## src/dpr_pkg.sv

```systemverilog
// ---------------------------------------------------------------------------
// dpr_pkg
// Types and constants shared by the pixel to reciprocal coordinate block.
// ---------------------------------------------------------------------------
`timescale 1ns / 1ps
package dpr_pkg;

	localparam int OUT_W     = 40;
	localparam int STEP_W    = 32;
	localparam int CFG_W     = 32;
	localparam int CFG_IDX_W = 3;
	localparam int LO_W      = 32;
	localparam int HI_W      = OUT_W - LO_W;
	localparam int S_W       = 81;
	localparam int SQ_BITS   = 41;
	localparam int SQ_T_W    = 83;
	localparam int NUM_W     = 72;
	localparam int Q_BITS    = 32;
	localparam int DV_W      = 74;
	localparam int LATENCY   = 4 + SQ_BITS + Q_BITS + 1;

	localparam logic [1:0] MODE_EWALD = 2'd0;
	localparam logic [1:0] MODE_PLANE = 2'd1;
	localparam logic [1:0] MODE_GRID  = 2'd2;

	localparam logic [CFG_IDX_W-1:0] REG_MODE     = 3'd0;
	localparam logic [CFG_IDX_W-1:0] REG_CENTER_X = 3'd1;
	localparam logic [CFG_IDX_W-1:0] REG_CENTER_Y = 3'd2;
	localparam logic [CFG_IDX_W-1:0] REG_CENTER_Z = 3'd3;
	localparam logic [CFG_IDX_W-1:0] REG_STEP_X   = 3'd4;
	localparam logic [CFG_IDX_W-1:0] REG_STEP_Y   = 3'd5;
	localparam logic [CFG_IDX_W-1:0] REG_STEP_Z   = 3'd6;
	localparam logic [CFG_IDX_W-1:0] REG_RADIUS   = 3'd7;

	typedef logic signed [OUT_W-1:0] coord_t;

	typedef struct packed {
		logic   neg_x;
		logic   neg_y;
		coord_t pln_x;
		coord_t pln_y;
		coord_t pln_z;
	} side_t;

	typedef struct packed {
		logic [S_W-1:0]     rem;
		logic [SQ_BITS-1:0] res;
		logic [NUM_W-1:0]   num_x;
		logic [NUM_W-1:0]   num_y;
		logic [NUM_W-1:0]   num_z;
	} sq_t;

	typedef struct packed {
		logic [NUM_W-1:0]   rem_x;
		logic [NUM_W-1:0]   rem_y;
		logic [NUM_W-1:0]   rem_z;
		logic [Q_BITS-1:0]  q_x;
		logic [Q_BITS-1:0]  q_y;
		logic [Q_BITS-1:0]  q_z;
		logic [SQ_BITS-1:0] d;
	} dv_t;

endpackage

```

## src/dpr_sqrt_cell.sv

```systemverilog
// ---------------------------------------------------------------------------
// dpr_sqrt_cell
// One bit of a restoring square root, registered, with the item's side data.
// ---------------------------------------------------------------------------
`timescale 1ns / 1ps
module dpr_sqrt_cell #(
	parameter int BIT = 0
) (
	input  logic          clk,
	input  logic          arst_n,
	input  logic          vld_i,
	input  dpr_pkg::side_t side_i,
	input  dpr_pkg::sq_t   sq_i,
	output logic          vld_o,
	output dpr_pkg::side_t side_o,
	output dpr_pkg::sq_t   sq_o
);
	import dpr_pkg::*;

	logic [SQ_T_W-1:0] rem_ext;
	logic [SQ_T_W-1:0] trial;
	sq_t               sq_nxt;
	logic              vld_q;
	side_t             side_q;
	sq_t               sq_q;

	always_comb begin
		rem_ext = SQ_T_W'(sq_i.rem);
		trial   = (SQ_T_W'(sq_i.res) << (BIT + 1)) + (SQ_T_W'(1) << (2 * BIT));
		sq_nxt  = sq_i;
		if (trial <= rem_ext) begin
			sq_nxt.rem = S_W'(rem_ext - trial);
			sq_nxt.res = sq_i.res | (SQ_BITS'(1) << BIT);
		end
	end

	always_ff @(posedge clk or negedge arst_n) begin
		if (!arst_n) begin
			vld_q <= 1'b0;
		end else begin
			vld_q <= vld_i;
		end
	end

	always_ff @(posedge clk) begin
		side_q <= side_i;
		sq_q   <= sq_nxt;
	end

	assign vld_o  = vld_q;
	assign side_o = side_q;
	assign sq_o   = sq_q;
endmodule

```

## config.mk

```make
export PLATFORM = sky130hd
export DESIGN_NAME = dpr_sqrt_cell
export DESIGN_NICKNAME = d
export VERILOG_FILES = /design/src/dpr_pkg.sv /design/src/dpr_sqrt_cell.sv
export SDC_FILE = /design/constraint.sdc
export NUM_CORES = 1
export LEC_CHECK = 0
export ABC_CLOCK_PERIOD_IN_PS = 800
export CORE_AREA = 2 2 357 359
export CTS_CLUSTER_DIAMETER = 40
export DETAILED_ROUTE_END_ITERATION = 12
export DIE_AREA = 0 0 359 361
export DONT_BUFFER_PORTS = 1
export SKIP_LAST_GASP = 1
export SYNTH_ARGS = -nofsm -noshare
export SYNTH_HDL_FRONTEND = slang
export SYNTH_SLANG_ARGS = --single-unit
```

## constraint.sdc

```tcl
create_clock -name clk -period 0.8 [get_ports clk]
set_clock_uncertainty 0.1 [all_clocks]
set_input_delay 0.24 -clock clk [delete_from_list [all_inputs] [get_ports clk]]
set_output_delay 0.24 -clock clk [all_outputs]
set_load 0.01 [all_outputs]
```

-- Word-level counts from Yosys, hierarchy flattened
Index checks and enable logic that the tools add are counted.
- add/sub/neg operators: 2
- muxes and demuxes: 1
- magnitude comparators: 1
- operator list (kind ; number):
    122-bit 2-to-1 mux ; 1
    43-bit by 81-bit less-or-equal comparator with 1-bit output ; 1
    81-bit by 43-bit subtractor with 81-bit output ; 1
    42-bit by 1-bit adder with 43-bit output (second input constant) ; 1
- word-level logic and storage cells: 16
- input port bits: 463
- output and inout bits: 461
- register bits: 461

-- Depth between registers and ports, before layout
Gate-level depths: netlist of the first run.
- word-level depth: 3
- gate-level depth with buffers: 14

-- Worst setup path after synthesis of the first run
No wires, ideal clock.
- path type: input to register
- start point: input sq_i[255] (netlist name)
- end point: register sq_q, in the netlist sq_o[328]
- path slack: -2.036 ns
- arrival time: 2.617 ns
- cell stages on the path: 12
- required time: 0.580 ns
- path through: inv_1 -> ha_1 -> clkbuf_1 -> nand3_1 -> nand2b_1 -> or4_1 -> nor4_4 -> nor3_2 -> buf_6 -> a2111oi_2 -> o211ai_1 -> xnor2_1
- RTL lines (what ; RTL line ; text):
    from (decl) ; dpr_sqrt_cell.sv:13 ; input dpr_pkg::sq_t sq_i,
    to (signal assigned) ; dpr_sqrt_cell.sv:47 ; sq_q <= sq_nxt;
    to (decl) ; dpr_sqrt_cell.sv:25 ; sq_t sq_q;

==> run_results.csv, run 1 <==
group,metric,value,unit
placed_design,place_hpwl,80800,um
global_routing,grt_util_all_layers,15.3,%
global_routing,grt_pass1_vias,15068,
clock_network,clock-sinks,461,
clock_network,root_buffer,"clkbuf_16",
timing,fmax,0.427,GHz
setup_path,cp_max_fo,5,
timing,slew_headroom,65.8,%
floorplanning,num_rows,130,
setup_path,required,1.25,ns
synth,synth-edff-count,0,
power,p_leak,12.7,nW
setup_path,slowest_stage,"or4_4",
power,p_per_area,2400,mW/mm^2
placed_design,dpl.cell_count,3167,
timing,maxSlewViolCount,0,
clock_network,clock_path_buffers,3,
route,antenna_left,0,
floorplanning,chipWidth,359,um
setup_path,start_kind,"input pin",
synth,synth_fp_nets,1688,
timing,finalHoldWorstSlack,-0.527,ns
timing,worst_pin_slew,0.508,ns
power,vdd_ir_drop_max,1.71,mV
synth,syn-instance-count,1182,
global_routing,grt_pass1_wl,134000,um
synth,yosysWarnings,0,
setup_path,worst_setup_path_end_kind,"flip-flop",
layout,nets,2783,
layout,final_cell_count_no_fill,4008,
run,drv_cap,0,
setup_path,crit_path_max_incr_delay,0.52,ns
global_routing,grt_max_degree,31,
outcome,status,"complete, but fails checks",
setup_path,crit_path_cell_trace,"or4_4 -> or3_4 -> or3_4 -> nor4_4 -> nor3_4 -> buf_6 -> a21o_4 -> nand4b_1 -> xnor2_1",
floorplanning,initial_utilization,10.9,%
global_routing,antenna_found_initial,51,
route,num_vias,14044,
synth,yosysSeqAreaShare,67.3,%
power,power,0.0763,W
setup_path,cpMostUsedCell,"or3_4",
placed_design,io_buffers,0,
layout,mostFrequentLayoutCell,"dlygate4sd3_1",
clock_network,cts_buffers,91,
timing,grt_setup_unrepaired,"yes",
synth,synth_seq_cells,461,
outcome,violations,"negative hold slack, negative setup slack",
layout,drive_gt1_share,50.9,%
route,drtIter0Drc,709,
floorplanning,die_y,361,um
clock_network,htreeDepth,3,
synth,syn_area,0.0137,mm^2
timing,setup_viol,769,
timing,hold_viol,61,
route,routed_wl,103000,um
timing,finalCritPeriodShare,293,%
timing,setup_ws,-1.54,ns
synth,ys_types,68,
setup_path,critical_path.startpoint,"sq_i[315]",
timing,period_needed,2.34,ns
setup_path,criticalPathCategory,"in2reg",
floorplanning,fp.coreArea,0.125,mm^2
setup_path,setup.worst_path.end,"sq_o[309]",
hold_path,hp-class,"in2reg",
floorplanning,ios,924,
timing,tns,-413.28,ns
global_routing,overflow,0,
synth,synth.avg_cell_area,11.6,um^2
layout,area_growth,132,%
floorplanning,dieArea,0.130,mm^2
placed_design,routabilityCongestion,0.971,
layout,regArea,0.0100,mm^2
synth,ys.flop_type,"dfxtp_1",
setup_path,arrival,2.79,ns
route,drt_drc_violations_left,0,
route,wl_per_cell,25.7,um
layout,multiInputGateArea,0.00516,mm^2
layout,nFillCells,12947,
route,dr.pass1.iters,5,
layout,final_cell_mix,"dlygate4sd3_1, dfxtp_2, buf_4",
clock_network,clkTransAtPathRegs,0.05,ns
clock_network,cts_tree,"built",
synth,synthArstFlopShare,0.217,%
route,via_per_inst,3.50,
-- registers in the layout, indices dropped and copies added (netlist names) --
name	count
vld_o	1
sq_o	338
side_o	122
-- timing repair --
| item | in CTS | in global routing |
|---|---|---|
| hold buffers | 618 | 18 |
| resized for setup | 656 | 117 |
| setup endpoints to repair | 543 | 753 |
| hold endpoints to repair | 462 | 108 |
| buffers inserted | 15 | 10 |
| pin swaps | 50 | 23 |
| gates cloned | 3 | 5 |
-- cell type report --
class	instances	area share [%]
clock buffer	97	7.30
inverter	58	0.732
antenna	8	0.0630
sequential	461	31.6
tap	1650	6.50
multi-input combinational	627	16.2
clock inverter	69	2.71
timing repair buffer	1038	34.9
-- worst max-delay path, delay by kind of cell --
| kind | cells | cell delay (ns) |
|---|---|---|
| xor gates and xnor gates | 1 | 0.19 |
| buffers and inverters | 1 | 0.16 |
| and+or+nand+nor | 6 | 1.97 |
| AOI/OAI and AO/OA | 1 | 0.23 |
-- logic make-up (layout without fill, tap and decap cells) --
logic type / count (synthesis) / in the layout / synth area share, %
DFF: 461 / 461 / 67.3
buffers and inverters: 94 / 1262 / 2.80
xor gates and xnor gates: 78 / 78 / 4.98
AOI/OAI and AO/OA: 217 / 217 / 9.79
muxes: 1 / 1 / 0.0821
other: 0 / 8 / 0
and+or+nand+nor: 288 / 288 / 11.0
adders and majority gates: 43 / 43 / 3.98
-- Yosys cell counts, types with 16 or more instances --
master | n | area (um^2)
xor2_1 | 38 | 333
clkbuf_1 | 28 | 105
o21ai_0 | 40 | 200
nor3_1 | 16 | 80.1
a21oi_1 | 94 | 470
nor2_1 | 79 | 297
inv_1 | 58 | 218
dfxtp_1 | 460 | 9210
nand2_1 | 68 | 255
ha_1 | 42 | 526
nand3_1 | 16 | 80.1
xnor2_1 | 40 | 350
nor4_1 | 18 | 113
-- how the worst min path moves through the flow --
stage	from	endpoint	slack [ns]	cells past startpoint
after floorplan	arst_n	vld_o	-0.16	0
after global placement	arst_n	vld_o	-0.15	0
after detailed placement	arst_n	vld_o	-0.15	0
after CTS	sq_i[255]	sq_o[255]	-0.61	0
after global routing	sq_i[256]	sq_o[256]	-0.58	0
final	sq_i[219]	sq_o[219]	-0.53	0
-- per-stage QoR --
stage	utilization, %	worst slack [ns]	cell area, um^2	hold slack [ns]
after detailed placement	15.9	-2.90	20000	-0.150
after floorplan	-	-1.96	13900	-0.156
after global placement	15.9	-2.88	20000	-0.150
after global routing	25.3	-1.56	31800	-0.577
after CTS	24.6	-1.44	30900	-0.609
final	25.3	-1.54	31800	-0.527
-- metal layers --
metal	vias to the layer above	global-route usage, %	part of all wire, %
li1	6292	-	-
met1	6696	15.1	34
met2	838	26.5	49
met3	208	8.59	13
met4	10	5.73	4.1
met5	-	0	0.067
-- report_power, final --
group | switching, W | internal, W | total (W)
Clock | 0.0162 | 0.0233 | 0.0395
Sequential | 0.00179 | 0.0248 | 0.0266
Combinational | 0.00425 | 0.00594 | 0.0102
Total | 0.0222 | 0.0541 | 0.0763
No activity file was read; power rests on OpenSTA's default activity.
==> run 2: changes to the inputs <==
- CORE_AREA: 2 2 357 359 -> 2 2 358 360
- DIE_AREA: 0 0 359 361 -> 0 0 360 362
==> run 2 against run 1 <==
The run still ends with negative hold slack, negative setup slack left. Clock power down 4%. Via count decreased by 5.6%. Flip-flop and latch count unchanged. Die area increased by 0.56%. First-iteration DRC count is 21% lower. Routed wire length fell by 4.8%. Cell count is 4.9% lower. Sequential power barely moved. Largest power group unchanged.
==> run_results.csv, run 2 (synthesis results as in run 1) <==
group,metric,value,unit
floorplanning,dieArea,0.130,mm^2
timing,finalHoldWorstSlack,-0.497,ns
layout,fin_area,0.0298,mm^2
route,routed_wl,98300,um
global_routing,antenna_found_initial,49,
power,p_leak,11.8,nW
setup_path,required,1.26,ns
setup_path,criticalPathCategory,"in2reg",
clock_network,cts_buffers,84,
clock_network,clkTransAtPathRegs,0.05,ns
clock_network,htreeDepth,3,
route,drtIter0Drc,559,
route,via_per_inst,3.48,
floorplanning,initial_utilization,10.8,%
clock_network,cts_tree,"built",
route,drt_drc_violations_left,0,
layout,final_cell_count_no_fill,3810,
route,dr.pass1.iters,5,
timing,period_needed,2.41,ns
layout,nets,2567,
floorplanning,ios,924,
floorplanning,num_rows,131,
timing,setup_viol,543,
global_routing,grt_max_degree,15,
outcome,status,"complete, but fails checks",
global_routing,overflow,0,
clock_network,clock-sinks,461,
layout,nFillCells,13272,
placed_design,placed_area,0.0199,mm^2
timing,maxSlewViolCount,0,
layout,mostFrequentLayoutCell,"dlygate4sd3_1",
layout,area_growth,117,%
layout,largest_reg_flops,338,
timing,hold_viol,47,
setup_path,cp_max_fo,6,
hold_path,hp-class,"in2reg",
setup_path,arrival,2.86,ns
placed_design,place_hpwl,77900,um
outcome,violations,"negative hold slack, negative setup slack",
timing,worst_pin_slew,0.946,ns
timing,finalCritPeriodShare,301,%
power,vdd_ir_drop_max,1.78,mV
setup_path,slowest_stage,"or4_4",
route,antenna_left,0,
layout,fin_util,23.5,%
global_routing,grt_pass1_vias,14753,
timing,tns,-392.69,ns
floorplanning,chipWidth,360,um
setup_path,worst_setup_path_end_kind,"flip-flop",
global_routing,grt_util_all_layers,14.7,%
placed_design,routabilityCongestion,0.912,
layout,drive_gt1_share,56.6,%
route,num_vias,13261,
floorplanning,fp.coreArea,0.127,mm^2
route,wl_per_cell,25.8,um
run,drv_cap,0,
clock_network,root_buffer,"clkbuf_16",
clock_network,clock_path_buffers,3,
global_routing,grt_pass1_wl,129000,um
setup_path,crit_path_cell_trace,"or4_4 -> or3_4 -> or3_4 -> nor4_4 -> nor3_4 -> buf_6 -> buf_6 -> nand2_8 -> buf_12 -> buf_8 -> buf_16 -> nor2_2 -> a21oi_1",
layout,final_cell_mix,"dlygate4sd3_1, dfxtp_2, buf_4",
placed_design,io_buffers,0,
placed_design,dpl.cell_count,3166,
timing,grt_setup_unrepaired,"yes",
power,p_per_area,2480,mW/mm^2
setup_path,crit_path_max_incr_delay,0.54,ns
setup_path,start_kind,"input pin",
timing,fmax,0.416,GHz
floorplanning,die_y,362,um
timing,slew_headroom,36.2,%
timing,setup_ws,-1.61,ns
==> run 2: cell types whose count changed in the layout (fill, tap and decap cells not counted), sizes merged <==
| cell | previous run | this run |
|---|---|---|
| clkinvlp | 1 | 5 |
| clkbuf | 102 | 97 |
| inv | 104 | 81 |
| clkinv | 19 | 25 |
| diode | 8 | 16 |
| bufinv | 3 | 7 |
| dlygate4sd3 | 634 | 427 |
| buf | 397 | 400 |
==> run 2: routing by layer <==
metal	GRT usage [%]	wire, um
met1	14.1	32600
met2	26.0	48400
met3	8.25	12800
met4	5.65	4410
met5	0	56
==> run 2: path summary, 6_finish.rpt <==
path	slack (ns)	end	cells after the start	start
worst max-delay path	-1.61	sq_o[270]	13	sq_i[315]
worst min-delay path	-0.50	sq_o[256]	0	sq_i[256]
max in group asynchronous	0.46	vld_o	1	arst_n
min in group asynchronous	-0.16	vld_o	1	arst_n
==> run 2: stage by stage <==
stage,total power (W),setup slack [ns]
after floorplan,0.0286,-1.96
after global placement,0.0335,-2.60
after detailed placement,0.0334,-2.62
after CTS,0.0751,-1.55
after global routing,0.0767,-1.64
final,0.0738,-1.61
==> run 2: power breakdown <==
part	total, W	leakage (nW)	switching [W]	internal (W)
registers	0.0266	3.93	0.00177	0.0248
clock network	0.0380	1.48	0.0149	0.0232
logic	0.00917	6.37	0.00402	0.00515
==> run 2: cell type report <==
| cell class | count | area [um^2] | area share [%] |
|---|---|---|---|
| antenna | 16 | 40.0 | 0.134 |
| tap | 1662 | 2080 | 6.98 |
| clock inverter | 60 | 881 | 2.96 |
| sequential | 461 | 10100 | 33.7 |
| clock buffer | 97 | 2210 | 7.42 |
| timing repair buffer | 829 | 8900 | 29.9 |
| inverter | 58 | 220 | 0.739 |
| multi-input combinational | 627 | 5410 | 18.2 |
==> run 2: critical path: cells and delay by family <==
| family | cells | cell delay, ns |
|---|---|---|
| AOI/OAI and AO/OA | 1 | 0.14 |
| buffers and inverters | 5 | 0.66 |
| and+or+nand+nor | 7 | 1.81 |
==> run 2: what timing repair did <==
action,4_1_cts,5_1_grt
cloned,8,0
pin swaps,52,50
resized for setup,743,112
hold endpoints to repair,462,203
buffers inserted,29,22
hold buffers,582,29
endpoints found under the setup margin,543,725
