File: src/dpr_pkg.sv
// ---------------------------------------------------------------------------
// dpr_pkg
// Types and constants shared by the pixel to reciprocal coordinate block.
// ---------------------------------------------------------------------------
`timescale 1ns / 1ps
package dpr_pkg;

	localparam int OUT_W     = 40;
	localparam int STEP_W    = 32;
	localparam int CFG_W     = 32;
	localparam int CFG_IDX_W = 3;
	localparam int LO_W      = 32;
	localparam int HI_W      = OUT_W - LO_W;
	localparam int S_W       = 81;
	localparam int SQ_BITS   = 41;
	localparam int SQ_T_W    = 83;
	localparam int NUM_W     = 72;
	localparam int Q_BITS    = 32;
	localparam int DV_W      = 74;
	localparam int LATENCY   = 4 + SQ_BITS + Q_BITS + 1;

	localparam logic [1:0] MODE_EWALD = 2'd0;
	localparam logic [1:0] MODE_PLANE = 2'd1;
	localparam logic [1:0] MODE_GRID  = 2'd2;

	localparam logic [CFG_IDX_W-1:0] REG_MODE     = 3'd0;
	localparam logic [CFG_IDX_W-1:0] REG_CENTER_X = 3'd1;
	localparam logic [CFG_IDX_W-1:0] REG_CENTER_Y = 3'd2;
	localparam logic [CFG_IDX_W-1:0] REG_CENTER_Z = 3'd3;
	localparam logic [CFG_IDX_W-1:0] REG_STEP_X   = 3'd4;
	localparam logic [CFG_IDX_W-1:0] REG_STEP_Y   = 3'd5;
	localparam logic [CFG_IDX_W-1:0] REG_STEP_Z   = 3'd6;
	localparam logic [CFG_IDX_W-1:0] REG_RADIUS   = 3'd7;

	typedef logic signed [OUT_W-1:0] coord_t;

	typedef struct packed {
		logic   neg_x;
		logic   neg_y;
		coord_t pln_x;
		coord_t pln_y;
		coord_t pln_z;
	} side_t;

	typedef struct packed {
		logic [S_W-1:0]     rem;
		logic [SQ_BITS-1:0] res;
		logic [NUM_W-1:0]   num_x;
		logic [NUM_W-1:0]   num_y;
		logic [NUM_W-1:0]   num_z;
	} sq_t;

	typedef struct packed {
		logic [NUM_W-1:0]   rem_x;
		logic [NUM_W-1:0]   rem_y;
		logic [NUM_W-1:0]   rem_z;
		logic [Q_BITS-1:0]  q_x;
		logic [Q_BITS-1:0]  q_y;
		logic [Q_BITS-1:0]  q_z;
		logic [SQ_BITS-1:0] d;
	} dv_t;

endpackage

File: src/dpr_div_cell.sv
// ---------------------------------------------------------------------------
// dpr_div_cell
// One quotient bit of three restoring divisions by the sphere distance.
// ---------------------------------------------------------------------------
`timescale 1ns / 1ps
module dpr_div_cell #(
	parameter int BIT = 0
) (
	input  logic          clk,
	input  logic          arst_n,
	input  logic          vld_i,
	input  dpr_pkg::side_t side_i,
	input  dpr_pkg::dv_t   dv_i,
	output logic          vld_o,
	output dpr_pkg::side_t side_o,
	output dpr_pkg::dv_t   dv_o
);
	import dpr_pkg::*;

	logic [DV_W-1:0] dsh;
	logic [DV_W-1:0] rx_ext;
	logic [DV_W-1:0] ry_ext;
	logic [DV_W-1:0] rz_ext;
	dv_t             dv_nxt;
	logic            vld_q;
	side_t           side_q;
	dv_t             dv_q;

	always_comb begin
		dsh    = DV_W'(dv_i.d) << BIT;
		rx_ext = DV_W'(dv_i.rem_x);
		ry_ext = DV_W'(dv_i.rem_y);
		rz_ext = DV_W'(dv_i.rem_z);
		dv_nxt = dv_i;
		if (dsh <= rx_ext) begin
			dv_nxt.rem_x = NUM_W'(rx_ext - dsh);
			dv_nxt.q_x   = dv_i.q_x | (Q_BITS'(1) << BIT);
		end
		if (dsh <= ry_ext) begin
			dv_nxt.rem_y = NUM_W'(ry_ext - dsh);
			dv_nxt.q_y   = dv_i.q_y | (Q_BITS'(1) << BIT);
		end
		if (dsh <= rz_ext) begin
			dv_nxt.rem_z = NUM_W'(rz_ext - dsh);
			dv_nxt.q_z   = dv_i.q_z | (Q_BITS'(1) << BIT);
		end
	end

	always_ff @(posedge clk or negedge arst_n) begin
		if (!arst_n) begin
			vld_q <= 1'b0;
		end else begin
			vld_q <= vld_i;
		end
	end

	always_ff @(posedge clk) begin
		side_q <= side_i;
		dv_q   <= dv_nxt;
	end

	assign vld_o  = vld_q;
	assign side_o = side_q;
	assign dv_o   = dv_q;
endmodule

File: config.mk
export PLATFORM = sky130hd
export DESIGN_NAME = dpr_div_cell
export DESIGN_NICKNAME = d
export VERILOG_FILES = /design/src/dpr_pkg.sv /design/src/dpr_div_cell.sv
export SDC_FILE = /design/constraint.sdc
export NUM_CORES = 1
export LEC_CHECK = 0
export BUFFER_PORTS_ARGS = -buffer_cell sky130_fd_sc_hd__buf_4
export CAP_MARGIN = 10
export CORE_AREA = 2 2 372 374
export CTS_BUF_LIST = sky130_fd_sc_hd__clkbuf_16
export DETAILED_ROUTE_END_ITERATION = 8
export DIE_AREA = 0 0 374 376
export GPL_TIMING_DRIVEN = 0
export SLEW_MARGIN = 20
export SYNTH_ARGS = -nofsm -noshare
export SYNTH_HDL_FRONTEND = slang
export SYNTH_SLANG_ARGS = --single-unit
File: constraint.sdc
create_clock -name clk -period 0.8 [get_ports clk]
set_input_delay 0.12 -clock clk [delete_from_list [all_inputs] [get_ports clk]]
set_output_delay 0.12 -clock clk [all_outputs]
set_load 0.02 [all_outputs]
## Yosys cells after proc, flatten, opt, wreduce, memory -nomap -nowiden

Cells that the tools add are included.

| word-level totals | value |
|---|---|
| register bits after elaboration | 476 |
| input bits | 478 |
| logic and storage cells | 25 |

| operators by class | value |
|---|---|
| add/sub/neg operators | 3 |
| magnitude comparators | 3 |
| mux-type cells | 3 |

Operator list:

| operator | count |
|---|---|
| <= comparator 41 x 72 -> 1 bit | 3 |
| two-way mux 72 bit | 3 |
| subtractor 72 x 41 -> 72 bit | 3 |

## Depth between registers and ports, before layout

Gate-level depths: netlist of the first run.

| depth | value |
|---|---|
| word-level depth | 2 |
| mapped depth | 14 |
| gate-level depth less buffers | 12 |

## Least setup slack after synthesis of the first run

Ideal clock, no wire load.

| timing | value |
|---|---|
| path kind | input to register |
| start point | input port dv_i[21] (netlist bit) |
| end point | register dv_q (netlist bit dv_o[260]) |
| setup time | 118 ps |
| arrival time | 2890 ps |
| slack | -2208 ps |
| stages on the path | 11 |
| path buffers | 1 |
| path through | inv_1 ha_1 clkbuf_1 nand4_1 or4_1 nor4_1 or4b_4 or4b_1 o21ai_1 or3b_1 xnor2_1 |

RTL lines:

| what | line | source |
|---|---|---|
| start, declared | dpr_div_cell.sv:13 | `input dpr_pkg::dv_t dv_i,` |
| end signal, assigned | dpr_div_cell.sv:59 | `dv_q <= dv_nxt;` |
| end, declared | dpr_div_cell.sv:27 | `dv_t dv_q;` |

==> results.toml, run 1 <==
[floorplanning]
pin_count = 954
die_area_mm2 = 0.1406
core_area_mm2 = 0.1366
initial_core_util_pct = 15.23
fp.dieH_um = 376
die_w_um = 374
rows = 136

[finish]
area_delta_synth_final_pct = 106.6
fillers = 13900
final_cells = 5753
fin_nets = 4499
drive_gt1_share_pct = 45.74
fin_util_pct = 31.46

[min_path]
holdPathEnd = "dv_o[268]"
min_from = "dv_i[268]"
whs_path_depth = 2
hold_class = "in -> reg"

[yosys]
netlist_area_mm2 = 0.02081
yosysWarnings = 0
yosysTopAreaCell = "dfxtp_1"
synth_most_common_cell = "dfxtp_1"
synth_cell_type_count = 76
yosysSeqAreaShare_pct = 45.82
syn-num-nets = 2873
synthTopCellsByCount = "475 x dfxtp_1, 206 x a21oi_1, 187 x nor2_1, 179 x nand2_1, 123 x ha_1"
synth_ff_type = "dfxtp_1"
synth_top_area_share_pct = 45.70
synth_seq_cells = 476
synth_edf_count = 0
syn_area_per_cell_um2 = 9.170
synth.area.top_cells = "dfxtp_1 46%, ha_1 7.4%, a21oi_1 5.0%"
async_flop_share_pct = 0.2101
syn_inst = 2269

[critical_path]
worst_path_max_delay_cell = "or4_4"
startpoint_type = "input port"
critPathArrivalTime_ns = 3.14
required_ns = 1.35
critPathMaxStageDelay_ns = 0.57
cp_cell_sequence = "buf_8 > clkinvlp_4 > buf_12 > ha_4 > nand4_1 > or4_4 > nor3_4 > a211o_4 > a21oi_4 > o21bai_4 > buf_12 > clkbuf_16 > mux2_4"
worstSetupPathType = "in -> reg"
end_kind = "flip-flop"
critPathMostFrequentCell = "buf_12"
worstPathMaxFanout = 6

[place]
dp_hpwl_um = 114500
io_buffers = 953
gp_congestion = 0.9490
dp_cells = 5017

[routing]
drtIter0Drc = 1804
wl_per_cell_um = 25.54
via_per_inst = 4.363
drtAntennaViolNets = 0
drtPass1Iterations = 5
drc = 0
wirelength_um = 147000
vias = 25100

[power]
total_power_w = 0.08110
switching_power_w = 0.02730
intPower_w = 0.05380
p_leak_nw = 18.06
pwr-share-comb_pct = 31.6
seqPwrFrac_pct = 33.3
p_per_area_mw_per_mm2 = 1887
switching_share_pct = 33.66
vdd_drop_max_mv = 2.588
power.share.clock_pct = 35.1

[clocking]
cts_buffers = 59
htreeDepth = 2
cts_tree = "built"
cts_sinks = 476
clk_path_buf_depth = 3
cts.clk_slew.worst_paths_ns = 0.07
root_buffer = "clkbuf_16"

[outcome]
violations = "negative hold slack, negative setup slack"
status = "complete, but fails checks"

[flow_run]
drv_cap = 0

[global_routing]
grt_max_degree = 17
antenna_found_initial = 64
track_usage_pct = 19.29
grt_first_pass_wirelength_um = 191100
grt_overflow = 0
grt_pass1_vias = 24320

[timing]
tns_ns = -566.85
slew_headroom_pct = 46.37
setup_slack_ns = -1.783
drv_slew = 0
max_freq_mhz = 387.1
finalCriticalPeriod_ns = 2.583
setup_viol = 695
whs_ns = -0.3624
hold_viol_final = 46
rsz0062_at_grt = "yes"
finalCritPeriodShare_pct = 322.9
worst_slew_pin_slew_ns = 0.7971
## state kept, by name, indices dropped and copies added, names as in the netlist
name / cells
dv_o: 353
side_o: 122
vld_o: 1
## kinds of logic after synthesis
logic type | share of synthesized area (%)
multiplexers | 0.9681
XOR/XNOR | 8.376
adder cells (fa/ha/maj) | 7.685
flip-flops | 45.82
AO/OA/AOI/OAI | 16.40
AND/OR/NAND/NOR | 17.40
buffers and inverters | 3.355
## worst max-delay path, delay by kind of cell
kind                       cells  cell delay (ns)
and+or+nand+nor                3             0.96
buffers and inverters          5             0.75
AOI/OAI and AO/OA              3             0.69
muxes                          1             0.31
adders and majority gates      1             0.28
## power groups by stage
stage | combinational [W] | sequential (W) | clock (W)
CTS | 0.0234 | 0.0270 | 0.0294
global route | 0.0270 | 0.0272 | 0.0303
floorplan | 0.00672 | 0.0304 | 0
finish | 0.0256 | 0.0270 | 0.0285
global placement | 0.0200 | 0.0275 | 0
detailed placement | 0.0200 | 0.0275 | 0
## stage by stage
stage	hold WS, ns	cell area [um^2]	worst slack, ns
after detailed placement	-0.07963	31050	-4.174
after global placement	-0.08052	31030	-4.181
after global routing	-0.4031	42970	-1.794
after CTS	-0.4255	39480	-1.756
after floorplan	-0.1756	21630	-1.905
final	-0.3624	42990	-1.783
## layout by cell type (no fill, tap or decap), types with 62 or more instances in the layout
cell           synthesis  routed
nor2_1               187     137
buf_4                  2    1074
dfxtp_1              475     475
nand4_1               66      66
nand2_1              179     147
xor2_1                90      88
a21oi_1              206     119
dlygate4sd3_1          0     440
xnor2_1              109     105
clkbuf_16              0      75
a21oi_2                0      62
## cell type report
type	count	area [um^2]	share of cell area, %
Clock inverter	51	533.0	1.240
Buffer	63	827.0	1.924
Clock buffer	59	1476	3.435
Antenna cell	15	37.54	0.08732
Tap cell	1794	2245	5.222
Sequential cell	476	9534	22.18
Timing Repair Buffer	1589	13840	32.19
Inverter	83	503.0	1.170
Multi-Input combinational cell	1623	13990	32.55
## worst max-delay path by stage
| stage | start | end | cells past startpoint |
|---|---|---|---|
| after global placement | dv_i[21] | dv_o[306] | 13 |
| final | dv_i[18] | dv_o[287] | 13 |
| after detailed placement | dv_i[21] | dv_o[306] | 13 |
| after global routing | dv_i[30] | dv_o[253] | 14 |
| after floorplan | dv_i[266] | dv_o[255] | 10 |
| after CTS | dv_i[29] | dv_o[278] | 13 |
## per-layer routing
metal  part of all wire (%)  GRT usage (%)  vias up
met2                     43          29.23     1307
li1                       -              -    11350
met1                     42          24.94    12130
met5                   0.16              0        -
met4                    3.4          5.637       38
met3                     12          7.859      275
## what timing repair did
item / in CTS / in global routing
hold buffers: 403 / 45
endpoints found under the setup margin: 695 / 695
endpoints found under the hold margin: 477 / 92
gates cloned: 3 / 12
resized for setup: 298 / 455
setup buffers: 90 / 91
pin swaps: 48 / 153
Power figures use the tool's default switching activity.
==> run 2: changes to the inputs <==
--- a/config.mk
+++ b/config.mk
@@ -12,6 +12,7 @@
 export DETAILED_ROUTE_END_ITERATION = 8
 export DIE_AREA = 0 0 374 376
 export GPL_TIMING_DRIVEN = 0
+export REMOVE_ABC_BUFFERS = 1
 export SLEW_MARGIN = 20
 export SYNTH_ARGS = -nofsm -noshare
 export SYNTH_HDL_FRONTEND = slang
==> results.toml, run 2 (synthesized netlist as in run 1, its figures left out) <==
[floorplanning]
fp.dieH_um = 376
die_w_um = 374
pin_count = 954
core_area_mm2 = 0.1366
rows = 136
die_area_mm2 = 0.1406
initial_core_util_pct = 15.23

[critical_path]
required_ns = 1.35
critPathMostFrequentCell = "nand4_1"
crit_start = "dv_i[26]"
worst_path_max_delay_cell = "ha_1"
worstSetupPathType = "in -> reg"
startpoint_type = "input port"
worstPathMaxFanout = 7
critPathArrivalTime_ns = 3.25
critPathMaxStageDelay_ns = 0.42
end_kind = "flip-flop"
crit_end = "dv_o[347]"
cp_cell_sequence = "buf_4 > clkinvlp_4 > buf_12 > ha_1 > nand4_1 > nor3_4 > and3_4 > nand4_1 > nand3_1 > o21bai_4 > clkbuf_16 > buf_16 > o211ai_1 > buf_6 > nor4_4 > xor2_1"

[routing]
drc = 0
vias = 24990
drtAntennaViolNets = 0
wl_per_cell_um = 25.65
via_per_inst = 4.320
drtIter0Drc = 1575
drtPass1Iterations = 5
wirelength_um = 148400

[power]
pwr-share-comb_pct = 31.9
switching_share_pct = 33.64
power.share.clock_pct = 34.6
intPower_w = 0.05338
p_per_area_mw_per_mm2 = 1856
vdd_drop_max_mv = 1.623
switching_power_w = 0.02705
seqPwrFrac_pct = 33.5
p_leak_nw = 18.24

[clocking]
root_buffer = "clkbuf_16"
clk_path_buf_depth = 3
cts_sinks = 476
cts_tree = "built"
cts_buffers = 60
htreeDepth = 2
cts.clk_slew.worst_paths_ns = 0.06

[global_routing]
grt_pass1_vias = 24050
grt_first_pass_wirelength_um = 190300
grt_overflow = 0
track_usage_pct = 19.32
grt_max_degree = 30
antenna_found_initial = 73

[finish]
area_delta_synth_final_pct = 108.2
fin_nets = 4526
multi_input_area_mm2 = 0.01408
fillers = 13770
drive_gt1_share_pct = 46.85
fin_util_pct = 31.71
final_common_cell = "buf_4"
layout_common_cells = "1107 x buf_4, 475 x dfxtp_1, 436 x dlygate4sd3_1"
register_area_mm2 = 0.009534
largest_reg_flops = 353

[place]
io_buffers = 953
gp_congestion = 0.9157
dp_hpwl_um = 114400
dp_slack_ns = -4.489

[timing]
rsz0062_at_grt = "yes"
hold_viol_final = 51
max_freq_mhz = 370.4
whs_ns = -0.3805
slew_headroom_pct = 25.21
finalCriticalPeriod_ns = 2.700
setup_viol = 695
drv_slew = 0
finalCritPeriodShare_pct = 337.5
setup_slack_ns = -1.900
worst_slew_pin_slew_ns = 1.112

[min_path]
hold_class = "in -> reg"
min_from = "dv_i[1]"

[flow_run]
drv_cap = 0

[outcome]
status = "complete, but fails checks"
violations = "negative hold slack, negative setup slack"
## run 2: changes by cell type in the layout (fill, tap and decap cells not counted), moves of 20 or more
| cell | previous run | this run |
|---|---|---|
| a21oi_2 | 62 | 37 |
| buf_4 | 1074 | 1107 |
| ha_2 | 10 | 30 |
| buf_6 | 24 | 50 |
| a21oi_1 | 119 | 150 |
| nand2_1 | 147 | 126 |
## run 2: worst max-delay path, delay by kind of cell
kind	cells	cell delay, ns
AO/OA/AOI/OAI	2	0.24
buffers and inverters	6	0.81
XOR/XNOR	1	0.26
AND/OR/NAND/NOR	6	1.36
adder cells (fa/ha/maj)	1	0.42
## run 2: how the worst min path moves through the flow
stage | end | slack, ns | cells after the start
global placement | vld_o | -0.09 | 1
finish | dv_o[1] | -0.38 | 1
floorplan | vld_o | -0.18 | 0
CTS | dv_o[339] | -0.40 | 2
detailed placement | vld_o | -0.09 | 1
global route | dv_o[1] | -0.44 | 1
## run 2: power groups by stage
stage	sequential (W)	combinational (W)	clock [W]
2_1_floorplan	0.0304	0.00617	0
3_3_place_gp	0.0274	0.0194	0
3_5_place_dp	0.0274	0.0195	0
4_1_cts	0.0270	0.0234	0.0288
5_1_grt	0.0272	0.0270	0.0296
6_report	0.0270	0.0257	0.0278
## run 2: stage by stage
step / instance area [um^2] / setup TNS, ns / power, W / hold slack (ns) / std cells
floorplan: 20420 / -852.76 / 0.03655 / -0.1756 / 2182
global placement: 29820 / -1662.06 / 0.04686 / -0.09223 / 4929
detailed placement: 30160 / -760.07 / 0.04688 / -0.09145 / 4941
CTS: 39530 / -584.90 / 0.07917 / -0.4004 / 5578
global route: 43290 / -605.88 / 0.08374 / -0.4421 / 5772
finish: 43330 / -568.46 / 0.08043 / -0.3805 / 5785
## run 2: repair_timing
item | in CTS | in global routing
setup buffers | 122 | 148
cloned | 6 | 15
resized for setup | 395 | 472
pin swaps | 61 | 194
hold buffers | 404 | 38
endpoints found under the setup margin | 695 | 695
endpoints found under the hold margin | 477 | 95
## run 2: layout make-up
class | instances | area share [%]
Clock buffer | 60 | 3.465
Clock inverter | 50 | 1.074
Multi-Input combinational cell | 1624 | 32.50
Inverter | 83 | 1.048
Sequential cell | 476 | 22.01
Tap cell | 1794 | 5.181
Timing Repair Buffer | 1677 | 34.61
Antenna cell | 21 | 0.1213
## run 2: per-layer routing
metal / up-vias / wire length, um / global-route usage, %
met5: - / 241 / 0
met3: 278 / 16280 / 8.361
li1: 11430 / - / -
met1: 11970 / 57380 / 22.33
met4: 38 / 6363 / 7.066
met2: 1267 / 68120 / 31.54
==> run 3: changes to the inputs <==
--- a/config.mk
+++ b/config.mk
@@ -7,10 +7,10 @@
 export LEC_CHECK = 0
 export BUFFER_PORTS_ARGS = -buffer_cell sky130_fd_sc_hd__buf_4
 export CAP_MARGIN = 10
-export CORE_AREA = 2 2 372 374
+export CORE_AREA = 2 2 368 370
 export CTS_BUF_LIST = sky130_fd_sc_hd__clkbuf_16
 export DETAILED_ROUTE_END_ITERATION = 8
-export DIE_AREA = 0 0 374 376
+export DIE_AREA = 0 0 370 372
 export GPL_TIMING_DRIVEN = 0
 export REMOVE_ABC_BUFFERS = 1
 export SLEW_MARGIN = 20
==> constraint.sdc (replaced) <==
create_clock -name clk -period 3.15 [get_ports clk]
set_input_delay 0.4725 -clock clk [delete_from_list [all_inputs] [get_ports clk]]
set_output_delay 0.4725 -clock clk [all_outputs]
set_load 0.02 [all_outputs]
==> results.toml, run 3 (synthesized netlist as in run 1, its figures left out) <==
[outcome]
status = "complete, but fails checks"
violations = "negative setup slack"

[global_routing]
grt_pass1_vias = 22800
track_usage_pct = 18.39
grt_max_degree = 34
antenna_found_initial = 60
grt_overflow = 0
grt_first_pass_wirelength_um = 177900

[clocking]
clk_path_buf_depth = 3
cts_buffers = 60
htreeDepth = 2
cts_sinks = 476
cts.clk_slew.worst_paths_ns = 0.06
root_buffer = "clkbuf_16"
cts_tree = "built"

[finish]
final_common_cell = "buf_4"
final_cells = 5499
final_area_mm2 = 0.03783
largest_reg_flops = 353
drive_gt1_share_pct = 36.36
fin_nets = 4257
fin_util_pct = 28.17
layout_common_cells = "998 x buf_4, 475 x dfxtp_1, 382 x dlygate4sd3_1"
area_delta_synth_final_pct = 81.80

[timing]
setup_slack_ns = -0.03648
worst_slew_pin_slew_ns = 0.8487
rsz0062_at_grt = "yes"
finalCritPeriodShare_pct = 101.2
finalCriticalPeriod_ns = 3.186
whs_ns = 0.06534
slew_headroom_pct = 42.90
hold_viol_final = 0
max_freq_mhz = 313.8
drv_slew = 0
setup_viol = 2

[critical_path]
critPathArrivalTime_ns = 3.73
required_ns = 3.69
critPathMostFrequentCell = "a21oi_1"
worstSetupPathType = "in -> reg"
end_kind = "flip-flop"
cp_cell_sequence = "buf_4 > inv_1 > ha_1 > nor2b_1 > o31a_1 > o21ai_1 > a211oi_2 > nor3_1 > o31ai_1 > a21oi_1 > xnor2_1 > a21oi_1"
crit_family = "compound AO/OA/AOI/OAI gates"
startpoint_type = "input port"
path_buf_inv = 2
worst_path_max_delay_cell = "a21oi_1"
worstPathMaxFanout = 5
critPathMaxStageDelay_ns = 0.63

[place]
dp_slack_ns = -2.026
placed_area_mm2 = 0.03010
dp_hpwl_um = 109600
io_buffers = 953
dp_cells = 4928
gp_congestion = 0.9273

[flow_run]
drv_cap = 0

[routing]
drtIter0Drc = 1585
drtAntennaViolNets = 0
via_per_inst = 4.260
vias = 23430
drtPass1Iterations = 7
drc = 0
wirelength_um = 134600
wl_per_cell_um = 24.47

[min_path]
holdPathEnd = "dv_o[211]"
whs_path_depth = 3
hold_class = "in -> reg"
min_from = "dv_i[211]"

[floorplanning]
core_area_mm2 = 0.1343
die_w_um = 370
die_area_mm2 = 0.1376
initial_core_util_pct = 15.49
pin_count = 954
rows = 135
fp.dieH_um = 372

[power]
p_per_area_mw_per_mm2 = 519.0
p_leak_nw = 16.11
vdd_drop_max_mv = 0.4063
==> run 3: cell types whose count changed in the layout (fill, tap and decap cells not counted), moves of 27 or more <==
cell           change
ha_4              -35
a21oi_1           +42
nor2_4            -27
dlygate4sd3_1     -54
ha_1              +39
o21ai_0           +34
buf_6             -49
nor2_1            +46
nand2_2           -30
buf_4            -109
nand2_1           +48
buf_12            -34
==> run 3: how the worst max path moves through the flow <==
| stage | startpoint | to | cells past startpoint |
|---|---|---|---|
| floorplan | dv_i[20] | dv_o[347] | 11 |
| global placement | dv_i[23] | dv_o[347] | 12 |
| detailed placement | dv_i[23] | dv_o[335] | 13 |
| CTS | dv_i[0] | dv_o[218] | 12 |
| global route | dv_i[10] | dv_o[345] | 12 |
| finish | dv_i[1] | dv_o[170] | 12 |
==> run 3: repair_timing <==
action                     4_1_cts  5_1_grt
pin swaps                       18       25
gates cloned                     0        2
hold buffers                   382        0
buffers inserted                45       15
setup endpoints to repair      218      100
hold endpoints to repair       382        0
gates resized for setup        143       95
==> run 3: stage by stage <==
step,setup TNS [ns],power (W)
2_1_floorplan,-419.62,0.009282
3_3_place_gp,-1190.59,0.01188
3_5_place_dp,-308.76,0.01188
4_1_cts,-0.004005,0.01981
5_1_grt,-0.09451,0.02053
6_report,-0.05068,0.01963
==> run 3: tightest hold or removal path: cells and delay by family <==
| family | cells | cell delay (ns) |
|---|---|---|
| compound gates | 1 | 0.08 |
| simple gates | 1 | 0.04 |
| buf+inv | 1 | 0.09 |
==> run 3: final cells by class <==
| class | instances | area, um^2 |
|---|---|---|
| Antenna cell | 16 | 40.04 |
| Clock buffer | 60 | 1501 |
| Clock inverter | 51 | 493.0 |
| Fill cell | 14080 | 96460 |
| Inverter | 83 | 431.7 |
| Multi-Input combinational cell | 1623 | 11660 |
| Sequential cell | 476 | 9534 |
| Tap cell | 1781 | 2228 |
| Timing Repair Buffer | 1409 | 11940 |
==> run 3: report_power, final <==
part / total [W] / internal [W] / switching, W
clock: 0.00710 / 0.00400 / 0.00310
sequential: 0.00686 / 0.00664 / 0.000217
combinational: 0.00568 / 0.00244 / 0.00324
==> run 3: layer usage <==
| metal | GRT usage, % | up-vias | part of all wire [%] |
|---|---|---|---|
| met1 | 23.34 | 11220 | 42 |
| met2 | 28.72 | 1086 | 44 |
| met4 | 5.926 | 30 | 3.5 |
| met3 | 6.755 | 213 | 10 |
| met5 | 0 | - | 0.13 |
| li1 | - | 10870 | - |
